--- config.mk ---
export PLATFORM = sky130hd
export DESIGN_NAME = device_slot_table_insert_core
export DESIGN_NICKNAME = d
export VERILOG_FILES = /design/src/rtl/dsti_pkg.sv /design/src/rtl/dsti_pick.sv /design/src/rtl/device_slot_table_insert_core.sv
export SDC_FILE = /design/constraint.sdc
export NUM_CORES = 1
export LEC_CHECK = 0
export ABC_AREA = 1
export ABC_CLOCK_PERIOD_IN_PS = 7650
export BUFFER_PORTS_ARGS = -buffer_cell sky130_fd_sc_hd__buf_2
export CAP_MARGIN = 20
export CORE_MARGIN = 1.5
export CORE_UTILIZATION = 45
export DETAILED_ROUTE_END_ITERATION = 16
export GPL_TIMING_DRIVEN = 0
export SLEW_MARGIN = 20
export SYNTH_ARGS = -nofsm -noshare
export SYNTH_HDL_FRONTEND = slang
export SYNTH_SLANG_ARGS = --single-unit
--- constraint.sdc ---
create_clock -name clk -period 7.65 [get_ports clk]
set_input_delay 1.1475 -clock clk [delete_from_list [all_inputs] [get_ports clk]]
set_output_delay 1.1475 -clock clk [all_outputs]
set_load 0.05 [all_outputs]
--- src/rtl/dsti_pkg.sv ---
// ----------------------------------------------------------------------------
// Device slot table insert package
// Shared types, constants and helpers for the device slot table insert core.
// ----------------------------------------------------------------------------
package dsti_pkg;

	localparam int SLOTS  = 8;                   // power of two, 2 .. 8
	localparam int SLOT_W = $clog2(SLOTS);
	localparam int CNT_W  = $clog2(SLOTS + 1);

	localparam logic [15:0] SEED_RESET = 16'hACE1;
	localparam logic [15:0] LFSR_TAPS  = 16'hB400;
	localparam logic [2:0]  DUP_MAX    = 3'd7;

	typedef enum logic {
		CMD_INSERT = 1'b0,
		CMD_STATUS = 1'b1
	} cmd_t;

	typedef enum logic [2:0] {
		OUT_MERGED  = 3'd0,
		OUT_EMPTY   = 3'd1,
		OUT_OFFLINE = 3'd2,
		OUT_RANDOM  = 3'd3,
		OUT_STATUS  = 3'd4
	} outcome_t;

	typedef struct packed {
		cmd_t        command;
		logic [47:0] device_id;
		logic [31:0] ip_address;
		logic        entry_online;
		logic [2:0]  target_slot;
	} req_t;

	typedef struct packed {
		logic [2:0] slot;
		outcome_t   outcome;
		logic [2:0] duplicates_cleared;
	} rsp_t;

	typedef struct packed {
		logic [SLOT_W-1:0] chosen;
		outcome_t          outcome;
		logic [2:0]        dups;
		logic [SLOTS-1:0]  clear;
		logic              advance;
	} pick_t;

	function automatic logic [15:0] lfsr_next(input logic [15:0] v);
		logic [15:0] s;
		s = v >> 1;
		if (v[0]) begin
			s = s ^ LFSR_TAPS;
		end
		return s;
	endfunction

endpackage

--- src/rtl/dsti_pick.sv ---
// ----------------------------------------------------------------------------
// Slot picker
// Chooses the slot for an insert: first match, first empty, first offline or
// the LFSR victim, and marks further matches for clearing.
// ----------------------------------------------------------------------------
module dsti_pick
	import dsti_pkg::*;
(
	input  logic [SLOTS-1:0]  slot_valid,
	input  logic [SLOTS-1:0]  slot_online,
	input  logic [SLOTS-1:0]  match,
	input  logic [SLOT_W-1:0] victim,
	output pick_t             pick
);

	logic [SLOTS-1:0]  hit;
	logic [SLOTS-1:0]  empty;
	logic [SLOTS-1:0]  offline;
	logic [SLOTS-1:0]  first_hit;
	logic [SLOT_W-1:0] hit_idx;
	logic [SLOT_W-1:0] empty_idx;
	logic [SLOT_W-1:0] offline_idx;
	logic              hit_any;
	logic              empty_any;
	logic              offline_any;
	logic [CNT_W-1:0]  dup_cnt;

	assign hit     = match & slot_valid;
	assign empty   = ~slot_valid;
	assign offline = slot_valid & ~match & ~slot_online;

	always_comb begin
		hit_any     = 1'b0;
		empty_any   = 1'b0;
		offline_any = 1'b0;
		hit_idx     = '0;
		empty_idx   = '0;
		offline_idx = '0;
		first_hit   = '0;
		for (int i = SLOTS - 1; i >= 0; i--) begin
			if (hit[i]) begin
				hit_any   = 1'b1;
				hit_idx   = SLOT_W'(i);
				first_hit = '0;
				first_hit[i] = 1'b1;
			end
			if (empty[i]) begin
				empty_any = 1'b1;
				empty_idx = SLOT_W'(i);
			end
			if (offline[i]) begin
				offline_any = 1'b1;
				offline_idx = SLOT_W'(i);
			end
		end
	end

	always_comb begin
		dup_cnt = '0;
		for (int i = 0; i < SLOTS; i++) begin
			dup_cnt = dup_cnt + CNT_W'(hit[i] & ~first_hit[i]);
		end
	end

	always_comb begin
		pick.clear   = hit & ~first_hit;
		pick.advance = 1'b0;
		if (32'(dup_cnt) > 32'(DUP_MAX)) begin
			pick.dups = DUP_MAX;
		end else begin
			pick.dups = 3'(dup_cnt);
		end
		if (hit_any) begin
			pick.chosen  = hit_idx;
			pick.outcome = OUT_MERGED;
		end else if (empty_any) begin
			pick.chosen  = empty_idx;
			pick.outcome = OUT_EMPTY;
		end else if (offline_any) begin
			pick.chosen  = offline_idx;
			pick.outcome = OUT_OFFLINE;
		end else begin
			pick.chosen  = victim;
			pick.outcome = OUT_RANDOM;
			pick.advance = 1'b1;
		end
	end

endmodule

--- src/rtl/device_slot_table_insert_core.sv ---
// ----------------------------------------------------------------------------
// Device slot table insert core
// A word is registered into valid_s1/req_s1, then its result into done/rsp; one word accepted every cycle.
// busy is held low: the table is read and written in the execute stage.
// Throughput is one word per cycle, as the slot compare is combinational.
// Reset empties the table, clears online flags and loads the LFSR seed.
// done is a one-cycle strobe; the receiver cannot stall.
// ----------------------------------------------------------------------------
module device_slot_table_insert_core
	import dsti_pkg::*;
(
	input  logic        clk,
	input  logic        arst_n,
	input  logic        start,
	output logic        busy,
	input  req_t        req,
	output logic        done,
	output rsp_t        rsp,
	input  logic        seed_we,
	input  logic [15:0] seed_wdata
);

	logic              valid_s1;
	req_t              req_s1;
	logic [SLOTS-1:0]  slot_valid_q;
	logic [SLOTS-1:0]  slot_online_q;
	logic [47:0]       slot_id_q [SLOTS];
	logic [31:0]       slot_addr_q [SLOTS];
	logic [15:0]       lfsr_q;
	logic [SLOTS-1:0]  match;
	pick_t             pick;
	logic              ins;
	logic              sts;
	logic              sts_in_range;
	logic [SLOT_W-1:0] sts_idx;
	logic              done_q;
	rsp_t              rsp_q;

	assign busy = 1'b0;
	assign done = done_q;
	assign rsp  = rsp_q;

	assign ins          = valid_s1 && (req_s1.command == CMD_INSERT);
	assign sts          = valid_s1 && (req_s1.command == CMD_STATUS);
	assign sts_in_range = 32'(req_s1.target_slot) < SLOTS;
	assign sts_idx      = SLOT_W'(req_s1.target_slot);

	always_comb begin
		for (int i = 0; i < SLOTS; i++) begin
			match[i] = (slot_id_q[i] == req_s1.device_id) ||
				(slot_addr_q[i] == req_s1.ip_address);
		end
	end

	dsti_pick u_pick (
		.slot_valid  (slot_valid_q),
		.slot_online (slot_online_q),
		.match       (match),
		.victim      (lfsr_q[SLOT_W-1:0]),
		.pick        (pick)
	);

	// capture word
	always_ff @(posedge clk or negedge arst_n) begin
		if (!arst_n) begin
			valid_s1 <= 1'b0;
		end else begin
			valid_s1 <= start && !busy;
		end
	end

	always_ff @(posedge clk) begin
		if (start && !busy) begin
			req_s1 <= req;
		end
	end

	// table flags
	always_ff @(posedge clk or negedge arst_n) begin
		if (!arst_n) begin
			slot_valid_q  <= '0;
			slot_online_q <= '0;
		end else begin
			for (int i = 0; i < SLOTS; i++) begin
				if (ins) begin
					if (pick.clear[i]) begin
						slot_valid_q[i]  <= 1'b0;
						slot_online_q[i] <= 1'b0;
					end
					if (pick.chosen == SLOT_W'(i)) begin
						slot_valid_q[i]  <= 1'b1;
						slot_online_q[i] <= req_s1.entry_online;
					end
				end else if (sts && sts_in_range && (sts_idx == SLOT_W'(i))) begin
					slot_online_q[i] <= req_s1.entry_online;
				end
			end
		end
	end

	// table payload
	always_ff @(posedge clk) begin
		for (int i = 0; i < SLOTS; i++) begin
			if (ins && (pick.chosen == SLOT_W'(i))) begin
				slot_id_q[i]   <= req_s1.device_id;
				slot_addr_q[i] <= req_s1.ip_address;
			end
		end
	end

	// victim LFSR
	always_ff @(posedge clk or negedge arst_n) begin
		if (!arst_n) begin
			lfsr_q <= SEED_RESET;
		end else if (seed_we) begin
			lfsr_q <= (seed_wdata == 16'd0) ? SEED_RESET : seed_wdata;
		end else if (ins && pick.advance) begin
			lfsr_q <= lfsr_next(lfsr_q);
		end
	end

	// result word
	always_ff @(posedge clk or negedge arst_n) begin
		if (!arst_n) begin
			done_q <= 1'b0;
		end else begin
			done_q <= valid_s1;
		end
	end

	always_ff @(posedge clk) begin
		if (ins) begin
			rsp_q.slot               <= 3'(pick.chosen);
			rsp_q.outcome            <= pick.outcome;
			rsp_q.duplicates_cleared <= pick.dups;
		end else if (sts) begin
			rsp_q.slot               <= req_s1.target_slot;
			rsp_q.outcome            <= OUT_STATUS;
			rsp_q.duplicates_cleared <= 3'd0;
		end
	end

`ifndef ASSERT_OFF
	a_done_follows_word: assert property (@(posedge clk) disable iff (!arst_n)
		done |-> $past(valid_s1))
		else $error("done without a word in execute");

	a_insert_fills_slot: assert property (@(posedge clk) disable iff (!arst_n)
		ins |=> slot_valid_q[$past(pick.chosen)])
		else $error("chosen slot not valid after insert");

	a_lfsr_nonzero: assert property (@(posedge clk) disable iff (!arst_n)
		lfsr_q != 16'd0)
		else $error("victim LFSR locked at zero");

	a_merge_on_match: assert property (@(posedge clk) disable iff (!arst_n)
		(ins && ((match & slot_valid_q) != '0)) |-> (pick.outcome == OUT_MERGED))
		else $error("match present but no merge");
`endif

endmodule
==> results of run 1 <==
-- metal layers --
metal | routed length [µm] | part of all wire [%] | vias up
met2 | 34200 | 48 | 391
met1 | 32800 | 45 | 9183
met4 | 1710 | 2.4 | 0
li1 | - | - | 9409
met5 | 0 | 0 | -
met3 | 3340 | 4.6 | 105
-- cells by family after synthesis --
kind of cell	synth area share (%)
AND/OR/NAND/NOR	13.9
flip-flops	67.7
XOR/XNOR	13.6
buffers and inverters	3.54
AO/OA/AOI/OAI	1.01
adder cells (fa/ha/maj)	0.325
other	0.0111
-- cells in the mapped netlist (19+ instances only) --
cell and instances:
edfxtp_1 734, nand2_1 614, xnor2_1 515, nor2_1 238, inv_1 115, nand3_1 104
buf_4 72, or2_1 40, dfrtp_1 26, inv_2 24, or2_2 23, o21ai_0 21
a21oi_1 19
-- worst reg2reg max path: cells and delay by family, from the launching register on --
| family | cells | cell delay [ns] |
|---|---|---|
| buffers and inverters | 6 | 0.55 |
| AOI/OAI and AO/OA | 1 | 0.19 |
| DFF | 1 | 0.50 |
| xor gates and xnor gates | 1 | 0.41 |
| and+or+nand+nor | 10 | 1.22 |
| adders and majority gates | 5 | 1.89 |
-- worst max-delay path by stage --
stage	slack [ns]	start	cells past startpoint	endpoint
4_1_cts	2.70	req_s1[46]	23	rsp[2]
6_report	2.66	req_s1[67]	23	rsp[1]
2_1_floorplan	1.69	req_s1[46]	18	slot_addr_q[1][64]
3_5_place_dp	2.72	req_s1[46]	23	rsp[2]
5_1_grt	2.35	req_s1[46]	23	rsp[2]
3_3_place_gp	-2.45	req_s1[62]	20	slot_id_q[1][126]
-- per-stage QoR --
step                      instances  util [%]
after floorplan                2698         -
after global placement         3781      47.9
after detailed placement       3800      48.6
after CTS                      3950      52.0
after global routing           3950      52.0
final                          3950      52.0
-- report_power, final --
part	internal (mW)	switching, mW	total (mW)
Sequential	5.28	0.294	5.58
Combinational	0.725	1.18	1.90
Clock	2.20	1.58	3.78
Total	8.21	3.05	11.3
-- area by class of cell --
class / instances / area share (%)
multi-input cells: 1697 / 25.2
repair buffers: 133 / 2.75
clock inverters: 40 / 0.643
clock buffers: 110 / 6.00
inverters: 142 / 1.46
flip-flops and latches: 768 / 59.1
plain buffers: 91 / 1.70
well taps: 969 / 3.13
-- state kept, by name (all words and copies together), names as in the netlist, 3 cells and up --
signal,flops
slot_valid_q,8
slot_id_q,384
slot_online_q,8
lfsr_q,16
slot_addr_q,256
req_s1,82
sts_idx,3
rsp,9
==> summary.txt, run 1 <==
Outcome
  • Status: finished, final reports clean

STA
  • # setup viols final: 0
  • Slew margin rel.: 40.0%
  • Clock Skew: 0.0207 ns
  • Crit share post-route: 65.2%
  • Hold WS: 0.438 ns
  • Hold Violations, Final: 0
  • Worst-Margin Slew: 0.900 ns
  • Fin. max-slew vios: 0
  • F_max: 201 MHz
  • Worst setup margin: 2.66 ns
  • RSZ-0062 raised after global routing: false
  • Setup TNS: 0 ns
  • Final min period: 4.99 ns

Route
  • Detail Route Antenna Nets: 0
  • Final WL: 72.1 mm
  • Vias: 19100
  • DRC Markers: 0
  • Pre-antenna DRT Iters: 5
  • WL per Instance: 18.3 µm
  • Post-DR vias/cell: 4.83
  • Number of DRC markers in iteration 0: 1357

Finish
  • Diode count: 0
  • Final #Nets: 3029
  • Fin area: 0.0387 mm²
  • Most common cell after layout, fill and taps aside: edfxtp_1
  • Share of cells above drive strength 1: 14.6%
  • Multi-input logic area: 0.00976 mm²
  • FF/Latch Area: 0.0229 mm²
  • Most frequent cells in the layout: 734 x edfxtp_1, 614 x nand2_1, 515 x xnor2_1
  • Area Overhead vs Synth: 14.5%
  • Fill cell count: 6240

Clock tree
  • Clock slew at reported path FFs: 0.06 ns
  • Clock Root Buffer: clkbuf_16
  • Clk buf depth: 3
  • Post-CTS Hold Buffers: 0
  • Post-CTS sizing: 0
  • Inserted Clock Buffers: 84
  • H-tree depth: 3
  • Post-CTS Setup Inserts: 0
  • Skew-Pair Late Insertion Delay: 0.63 ns
  • CTS tree: yes
  • CTS sink cnt: 768

Floorplanning
  • Die Ht: 277 µm
  • I/O pin count: 116
  • Die width: 277 µm
  • Initial core utilization: 45.5%
  • Die area: 0.0769 mm²
  • Core footprint: 0.0744 mm²
  • Rows: 100

Critical path
  • Critical Path RT: 8.03 ns
  • Worst setup SP type: flip-flop
  • Slowest stage delay, CP: 0.55 ns
  • CP arrival: 5.36 ns
  • R2r setup slk: 2.66 ns
  • Crit path max fanout: 9
  • Worst R2R Start: req_s1[67]
  • Most frequent CP cell: inv_1
  • Cell chain of the critical path: buf_4, xnor2_1, nand2_1, nor2_1, nand2_1, nor2_1, nand3_1, nand2_2, nand2_4, nand2_4, inv_1, nand2_1, nand2_1, inv_1, ha_1, inv_1, fa_1, fa_1, inv_1, ha_1, fa_1, o21ai_0, inv_1
  • Critical path type: reg -> reg
  • Family with the most delay on the worst path: adder cells
  • R2r endpoint: rsp[1]
  • Worst Path Buf+Inv: 6
  • Reg2reg path depth: 23
  • Crit end category: flip-flop
  • Crit-path slowest cell: fa_1

Global route
  • GRT Residual Overflow: 0
  • Initial antenna violation count: 0
  • Routing usage on met1: 26.1%
  • Largest net degree at the start of global routing: 60
  • GR met3 Demand/Resource: 3.07%
  • Gr busiest metal: met2
  • Global-route wire length before repair: 111 mm
  • GR Util All Layers: 19.0%
  • Met2 usage in global routing: 30.9%
  • Number of global-route vias before repair: 19300

Pwr
  • Total power: 11.3 mW
  • PwrDens: 291 mW/mm²
  • Peak VDD IR: 0.146 mV
  • Pleak: 13.6 nW

Yosys
  • Yosys reg bits: 768
  • YS warnings: 0
  • Post-synth ARST share: 4.43%
  • Synth area leader: edfxtp_1
  • Unique masters post-synth: 39
  • EDFF count, synth: 734
  • Seq/Total Area, Yosys: 67.7%
  • Top cells by area, synth: edfxtp_1 65%, xnor2_1 13%, nand2_1 6.8%
  • Top cell type's share of synthesized area: 65.1%
  • Avg Cell Area, Syn: 12.5 µm²
  • Syn Inst Count: 2698
  • Cell Area, Synth: 0.0338 mm²
  • Post-Syn Nets: 2810
  • Post-synth top flop: edfxtp_1

Flow run
  • Max-cap violations: 0

Place
  • # port buffers: 114
  • DP Area: 0.0362 mm²
  • HPWL after DPL: 49.9 mm
  • Pre-CTS WS: 2.72 ns
  • Gpl congestion: 0.882

Min path
  • WHS Path Cells: 0
  • Worst min-delay path category: reg -> reg
  • Hold Crit Endpoint: done
  • Hold Path Origin: valid_s1
No activity file was read; power rests on OpenSTA's default activity.
==> inputs of run 2 (changes only) <==
ABC_AREA = 0   (was 1)
ABC_CLOCK_PERIOD_IN_PS = 4150   (was 7650)
clock period = 4.15 ns   (was 7.65 ns; I/O delays follow)
==> run 2 against run 1 <==
The run now ends with setup timing left; combinational power rose to 3.0 times the previous value; non-clock buffer count increased by 342; cell count fell by 9.6%; count of clock-buffer cells in the layout decreased by 7; sequential power up 83%; first-iteration DRC count is 37% higher; maximum frequency increased by 6.9%; routed wire length grew 36%; hold slack worse by 0.39 ns; sequential share of layout area is 5.0 points lower; total power increased by 100%; clock power is 89% higher; critical path type unchanged; critical endpoint unchanged; largest power group unchanged.
==> summary.txt, run 2 <==
Outcome
  • Status: finished, violations left
  • Violated checks: setup timing

Yosys
  • Synth Area in Simple Gates: 6.65%
  • Post-synth ARST share: 4.43%
  • Unique masters post-synth: 64
  • XOR/XNOR Fraction of Synth Area: 17.4%
  • Top cell type's share of synthesized area: 68.1%
  • Synth Area in Compound Gates: 1.80%
  • EDFF count, synth: 734
  • Syn Inst Count: 2003
  • Mux share of post-synthesis cell area: 0.653%
  • Yosys reg bits: 768
  • Adder-Cell Fraction of Synth Area: 0.340%
  • Commonest cells in the netlist: 734 x edfxtp_1, 384 x xnor2_1, 259 x xor2_1
  • Combinational family with the most area after synthesis: XOR/XNOR gates
  • Top cells by area, synth: edfxtp_1 68%, xnor2_1 10%, xor2_1 7.0%
  • Seq/Total Area, Yosys: 70.7%
  • Post-synth top flop: edfxtp_1
  • Post-Syn Nets: 2115
  • Avg Cell Area, Syn: 16.2 µm²
  • YS warnings: 0
  • Cell Area, Synth: 0.0324 mm²
  • Top-count cell post-synth: edfxtp_1
  • Synth area leader: edfxtp_1

Finish
  • Fill cell count: 5477
  • Share of cells above drive strength 1: 31.9%
  • Max FFs per register: 384
  • Reg with most FFs: slot_id_q
  • Most common cell after layout, fill and taps aside: edfxtp_1
  • Largest registers: slot_id_q x384, slot_addr_q x256, req_s1 x82
  • Area Overhead vs Synth: 30.7%
  • Final core occ: 59.3%
  • Most frequent cells in the layout: 734 x edfxtp_1, 352 x xnor2_1, 280 x buf_4
  • Diode count: 0
  • Final #Nets: 2675

Clock tree
  • CTS sink cnt: 768
  • H-tree depth: 3
  • Inserted Clock Buffers: 83
  • Skew-Pair Late Insertion Delay: 0.66 ns
  • Clk buf depth: 3
  • Clock Root Buffer: clkbuf_16
  • CTS tree: yes
  • Post-CTS Hold Buffers: 0
  • Clock slew at reported path FFs: 0.06 ns

Critical path
  • R2r setup slk: -0.51 ns
  • Critical path type: reg -> reg
  • Crit path max fanout: 8
  • Worst setup SP type: flip-flop
  • Crit end category: flip-flop
  • Cell chain of the critical path: buf_4, xnor2_1, nand4_1, nor4_2, and3_4, o21ai_4, nand2_2, nor3_2, nor2_2, inv_1, fa_1, fa_1, inv_1, ha_2, fa_2, a21oi_2, nor2_1
  • Crit-path slowest cell: fa_1
  • Reg2reg path depth: 17
  • CP arrival: 5.05 ns
  • Critical Path RT: 4.53 ns
  • Slowest stage delay, CP: 0.55 ns

Pwr
  • Pleak: 14.9 nW
  • PwrDens: 544 mW/mm²
  • Peak VDD IR: 0.329 mV

Route
  • DRC Markers: 0
  • Pre-antenna DRT Iters: 6
  • Detail Route Antenna Nets: 0
  • WL per Instance: 27.6 µm
  • Final WL: 98.4 mm
  • Number of DRC markers in iteration 0: 1863
  • Post-DR vias/cell: 5.45
  • Vias: 19500

Floorplanning
  • Die width: 271 µm
  • Die Ht: 271 µm
  • Initial core utilization: 45.4%
  • Rows: 98
  • Die area: 0.0736 mm²
  • Core footprint: 0.0714 mm²
  • I/O pin count: 116

STA
  • Hold Violations, Final: 0
  • Clock Skew: 0.0382 ns
  • Final min period: 4.66 ns
  • F_max: 214 MHz
  • Setup TNS: -109.02 ns
  • Worst-Margin Slew: 0.790 ns
  • Worst setup margin: -0.513 ns
  • Crit share post-route: 112%
  • Fin. max-slew vios: 0
  • RSZ-0062 raised after global routing: true
  • # setup viols final: 617
  • Slew margin rel.: 47.3%

Flow run
  • Max-cap violations: 0

Global route
  • Number of global-route vias before repair: 18500
  • GRT Residual Overflow: 0
  • Initial antenna violation count: 0
  • Global-route wire length before repair: 131 mm
  • GR Util All Layers: 25.1%
  • Largest net degree at the start of global routing: 51

Min path
  • Worst min-delay path category: in -> async

Place
  • # port buffers: 113
  • HPWL after DPL: 60.4 mm
  • Gpl congestion: 0.859
==> run 2: cell types whose count changed in the layout (fill, tap and decap cells not counted), moves of 61 or more <==
cell	previous run	this run
xnor2_1	515	352
buf_4	72	280
buf_6	6	67
nor2_1	236	23
nand3_1	104	4
xor2_1	10	254
nand2_1	614	54
nand4_1	18	126
inv_1	110	11
==> run 2: worst paths after layout <==
path,from,to
min in group clk,req[51],req_s1[51]
setup reg to reg,req_s1[80],rsp[1]
hold reg to reg,lfsr_q[15],lfsr_q[15]
max in group asynchronous,arst_n,slot_valid_q[5]
hold / removal,arst_n,lfsr_q[8]
setup / recovery,req_s1[80],rsp[1]
==> run 2: kinds of logic after synthesis <==
kind of cell	count (synthesis)
flip-flops	768
buffers and inverters	109
AO/OA/AOI/OAI	85
other	1
adder cells (fa/ha/maj)	7
XOR/XNOR	643
AND/OR/NAND/NOR	370
multiplexers	20
==> run 2: cell type report <==
class / instances / area (µm²) / area share [%]
multi-input combinational: 1130 / 10000 / 23.7
tap: 950 / 1190 / 2.81
sequential: 768 / 22900 / 54.1
clock buffer: 103 / 2190 / 5.18
inverter: 14 / 52.6 / 0.124
timing repair buffer: 471 / 4700 / 11.1
clock inverter: 40 / 378 / 0.893
buffer: 95 / 885 / 2.09
==> run 2: critical path, delay by kind of cell, from the launching register on <==
kind / cells / cell delay, ns
buffers and inverters: 3 / 0.36
XOR/XNOR: 1 / 0.23
AO/OA/AOI/OAI: 2 / 0.21
adder cells (fa/ha/maj): 4 / 1.64
flip-flops: 1 / 0.42
AND/OR/NAND/NOR: 7 / 1.55
==> run 2: timing repair <==
item | CTS | global route
resized for setup | 180 | 111
buffers inserted | 150 | 137
gates cloned | 9 | 33
setup endpoints to repair | 678 | 661
pin swaps | 65 | 82
==> run 2: metrics by stage <==
step	area, µm²	instances	hold slack (ns)	setup WS (ns)	power (mW)
floorplan	32500	2003	0.327	-0.992	12.5
global placement	34300	3066	0.475	-4.67	13.7
detailed placement	34900	3100	0.481	-2.08	13.9
CTS	39900	3402	0.0653	-0.500	21.9
global route	42300	3571	0.113	-0.611	23.7
finish	42300	3571	0.0494	-0.513	23.0
==> run 2: routing by layer <==
metal  vias up  track usage, %  share of wire [%]  wire, µm
met2       791            41.8                 49     47900
met5         -               0                  0         0
met1      9925            32.8                 40     39800
met3       204            4.91                7.0      6910
met4         0            9.24                3.9      3860
li1       8551               -                  -         -
==> run 2: power by group <==
group | leakage [nW] | total (mW) | internal (mW) | switching (mW)
combinational | 6.51 | 5.67 | 2.66 | 3.01
sequential | 7.09 | 10.2 | 9.71 | 0.499
clock | 1.25 | 7.13 | 4.06 | 3.06
==> inputs of run 3 (changes only) <==
REMOVE_ABC_BUFFERS = 1   (was not set)
==> run 3 against run 2 <==
The flow still finishes with violations (setup timing); total power down 4.8%; first-iteration DRC count down 18%; flip-flop and latch count unchanged; sequential share of layout area rose by 0.31 points; routed wire length fell by 11%; combinational power decreased by 19%; utilization is 0.34 points lower; clock skew shrank 0.0062 ns; largest cell class unchanged; largest power group unchanged; highest routed layer is now met5.
==> summary.txt, run 3 (synthesis gave the netlist of run 2 again) <==
Flow run
  • Max-cap violations: 0

Floorplanning
  • Core footprint: 0.0714 mm²
  • Die Ht: 271 µm
  • I/O pin count: 116
  • Initial core utilization: 45.4%
  • Die width: 271 µm
  • Die area: 0.0736 mm²
  • Rows: 98

Critical path
  • Worst Path Buf+Inv: 6
  • Slowest stage delay, CP: 0.58 ns
  • Family with the most delay on the worst path: adder cells
  • Critical path type: reg -> reg
  • Crit path max fanout: 9
  • Crit end category: flip-flop
  • CP arrival: 4.99 ns
  • Crit-path slowest cell: fa_2
  • Most frequent CP cell: buf_4
  • Critical Path RT: 4.52 ns
  • Cell chain of the critical path: buf_12, buf_6, buf_4, xnor2_2, nand4_1, nor4_4, buf_4, and3_4, o21ai_4, nand2_2, buf_4, o31ai_4, fa_1, fa_2, inv_2, ha_4, fa_2, a21oi_2, nor2_1
  • Worst setup SP type: flip-flop

Pwr
  • Pleak: 14.8 nW
  • Sequential power share: 46.6%
  • Logic pwr share: 21.1%
  • Cell-internal power: 15.9 mW
  • Clk network pwr share: 32.3%
  • Net switching power: 6.03 mW
  • Peak VDD IR: 0.324 mV
  • Total power: 21.9 mW
  • Switch share: 27.5%
  • PwrDens: 521 mW/mm²

Route
  • Final WL: 88.0 mm
  • DRC Markers: 0
  • WL per Instance: 24.4 µm
  • Pre-antenna DRT Iters: 5
  • Number of DRC markers in iteration 0: 1527
  • Detail Route Antenna Nets: 0
  • Post-DR vias/cell: 5.29
  • Vias: 19100

Finish
  • Share of cells above drive strength 1: 32.3%
  • Fill cell count: 5491
  • Reg with most FFs: slot_id_q
  • Area Overhead vs Synth: 30.0%
  • Most common cell after layout, fill and taps aside: edfxtp_1
  • Final Instance Count excl. Fillers: 3604
  • Diode count: 0
  • Largest registers: slot_id_q x384, slot_addr_q x256, req_s1 x82
  • Most frequent cells in the layout: 734 x edfxtp_1, 373 x xnor2_1, 340 x buf_4
  • Multi-input logic area: 0.00973 mm²
  • Final #Nets: 2701
  • Max FFs per register: 384
  • FF/Latch Area: 0.0229 mm²

Clock tree
  • Skew-Pair Late Insertion Delay: 0.65 ns
  • Inserted Clock Buffers: 84
  • Clock slew at reported path FFs: 0.06 ns
  • Clock Root Buffer: clkbuf_16
  • CTS tree: yes
  • Post-CTS Hold Buffers: 0
  • Clk buf depth: 3
  • H-tree depth: 3
  • CTS sink cnt: 768

STA
  • Clock Skew: 0.0320 ns
  • Slew margin rel.: 40.3%
  • Fin. max-slew vios: 0
  • Final min period: 4.62 ns
  • Worst-Margin Slew: 0.893 ns
  • F_max: 216 MHz
  • RSZ-0062 raised after global routing: true
  • # setup viols final: 622
  • Hold Violations, Final: 0
  • Crit share post-route: 111%
  • Worst setup margin: -0.473 ns

Place
  • HPWL after DPL: 46.1 mm
  • Gpl congestion: 0.840
  • Cells after DPL: 3006
  • # port buffers: 114

Global route
  • Largest net degree at the start of global routing: 50
  • Global-route wire length before repair: 125 mm
  • Number of global-route vias before repair: 18600
  • GRT Residual Overflow: 0
  • Initial antenna violation count: 1
  • GR Util All Layers: 23.5%

Outcome
  • Violated checks: setup timing
  • Status: finished, violations left

Min path
  • Worst min-delay path category: in -> async
## run 3: per-stage QoR
stage / setup WS [ns] / hold WS [ns] / TNS [ns] / util [%] / area, µm²
6_report: -0.473 / 0.104 / -136.11 / 59.0 / 42100
5_1_grt: -0.600 / 0.129 / -213.91 / 59.0 / 42100
4_1_cts: -0.410 / 0.119 / -104.65 / 57.6 / 41100
3_5_place_dp: -2.15 / 0.472 / -865.33 / 47.7 / 34000
3_3_place_gp: -9.61 / 0.472 / -4043.60 / 46.8 / 33400
2_1_floorplan: -4.53 / 0.327 / -1440.05 / - / 31600
## run 3: path summary, 6_finish.rpt
check	from	to	slack [ns]	cells past startpoint
worst max register to register	req_s1[45]	rsp[1]	-0.47	19
min in group clk	req[48]	req_s1[48]	0.15	1
worst min register to register	lfsr_q[7]	lfsr_q[7]	0.48	1
max in group asynchronous	arst_n	slot_valid_q[3]	3.50	1
worst min-delay path	arst_n	done	0.10	1
worst max-delay path	req_s1[45]	rsp[1]	-0.47	19
## run 3: per-layer routing
metal	vias to the layer above	routed length (µm)	GRT usage [%]
li1	8602	-	-
met1	9847	38000	32.0
met2	484	44100	40.0
met3	135	3750	2.93
met4	2	2200	5.99
met5	-	13	0
## run 3: power groups by stage
stage / Sequential (mW) / Clock [mW] / Combinational [mW]
CTS: 10.2 / 7.19 / 4.22
global placement: 11.0 / 0 / 2.26
floorplan: 10.6 / 0 / 1.73
detailed placement: 10.8 / 0 / 2.62
finish: 10.2 / 7.08 / 4.62
global route: 10.3 / 7.48 / 4.90
## run 3: timing repair
| item | 4_1_cts | 5_1_grt |
|---|---|---|
| cloned | 6 | 7 |
| endpoints found under the setup margin | 678 | 663 |
| buffers inserted | 379 | 57 |
| resized for setup | 158 | 73 |
| pin swaps | 77 | 61 |
## run 3: layout make-up
class,instances,area share (%)
clock buffer,98,5.17
sequential,768,54.4
clock inverter,53,1.01
timing repair buffer,592,13.3
tap,950,2.83
inverter,14,0.125
multi-input combinational,1129,23.1
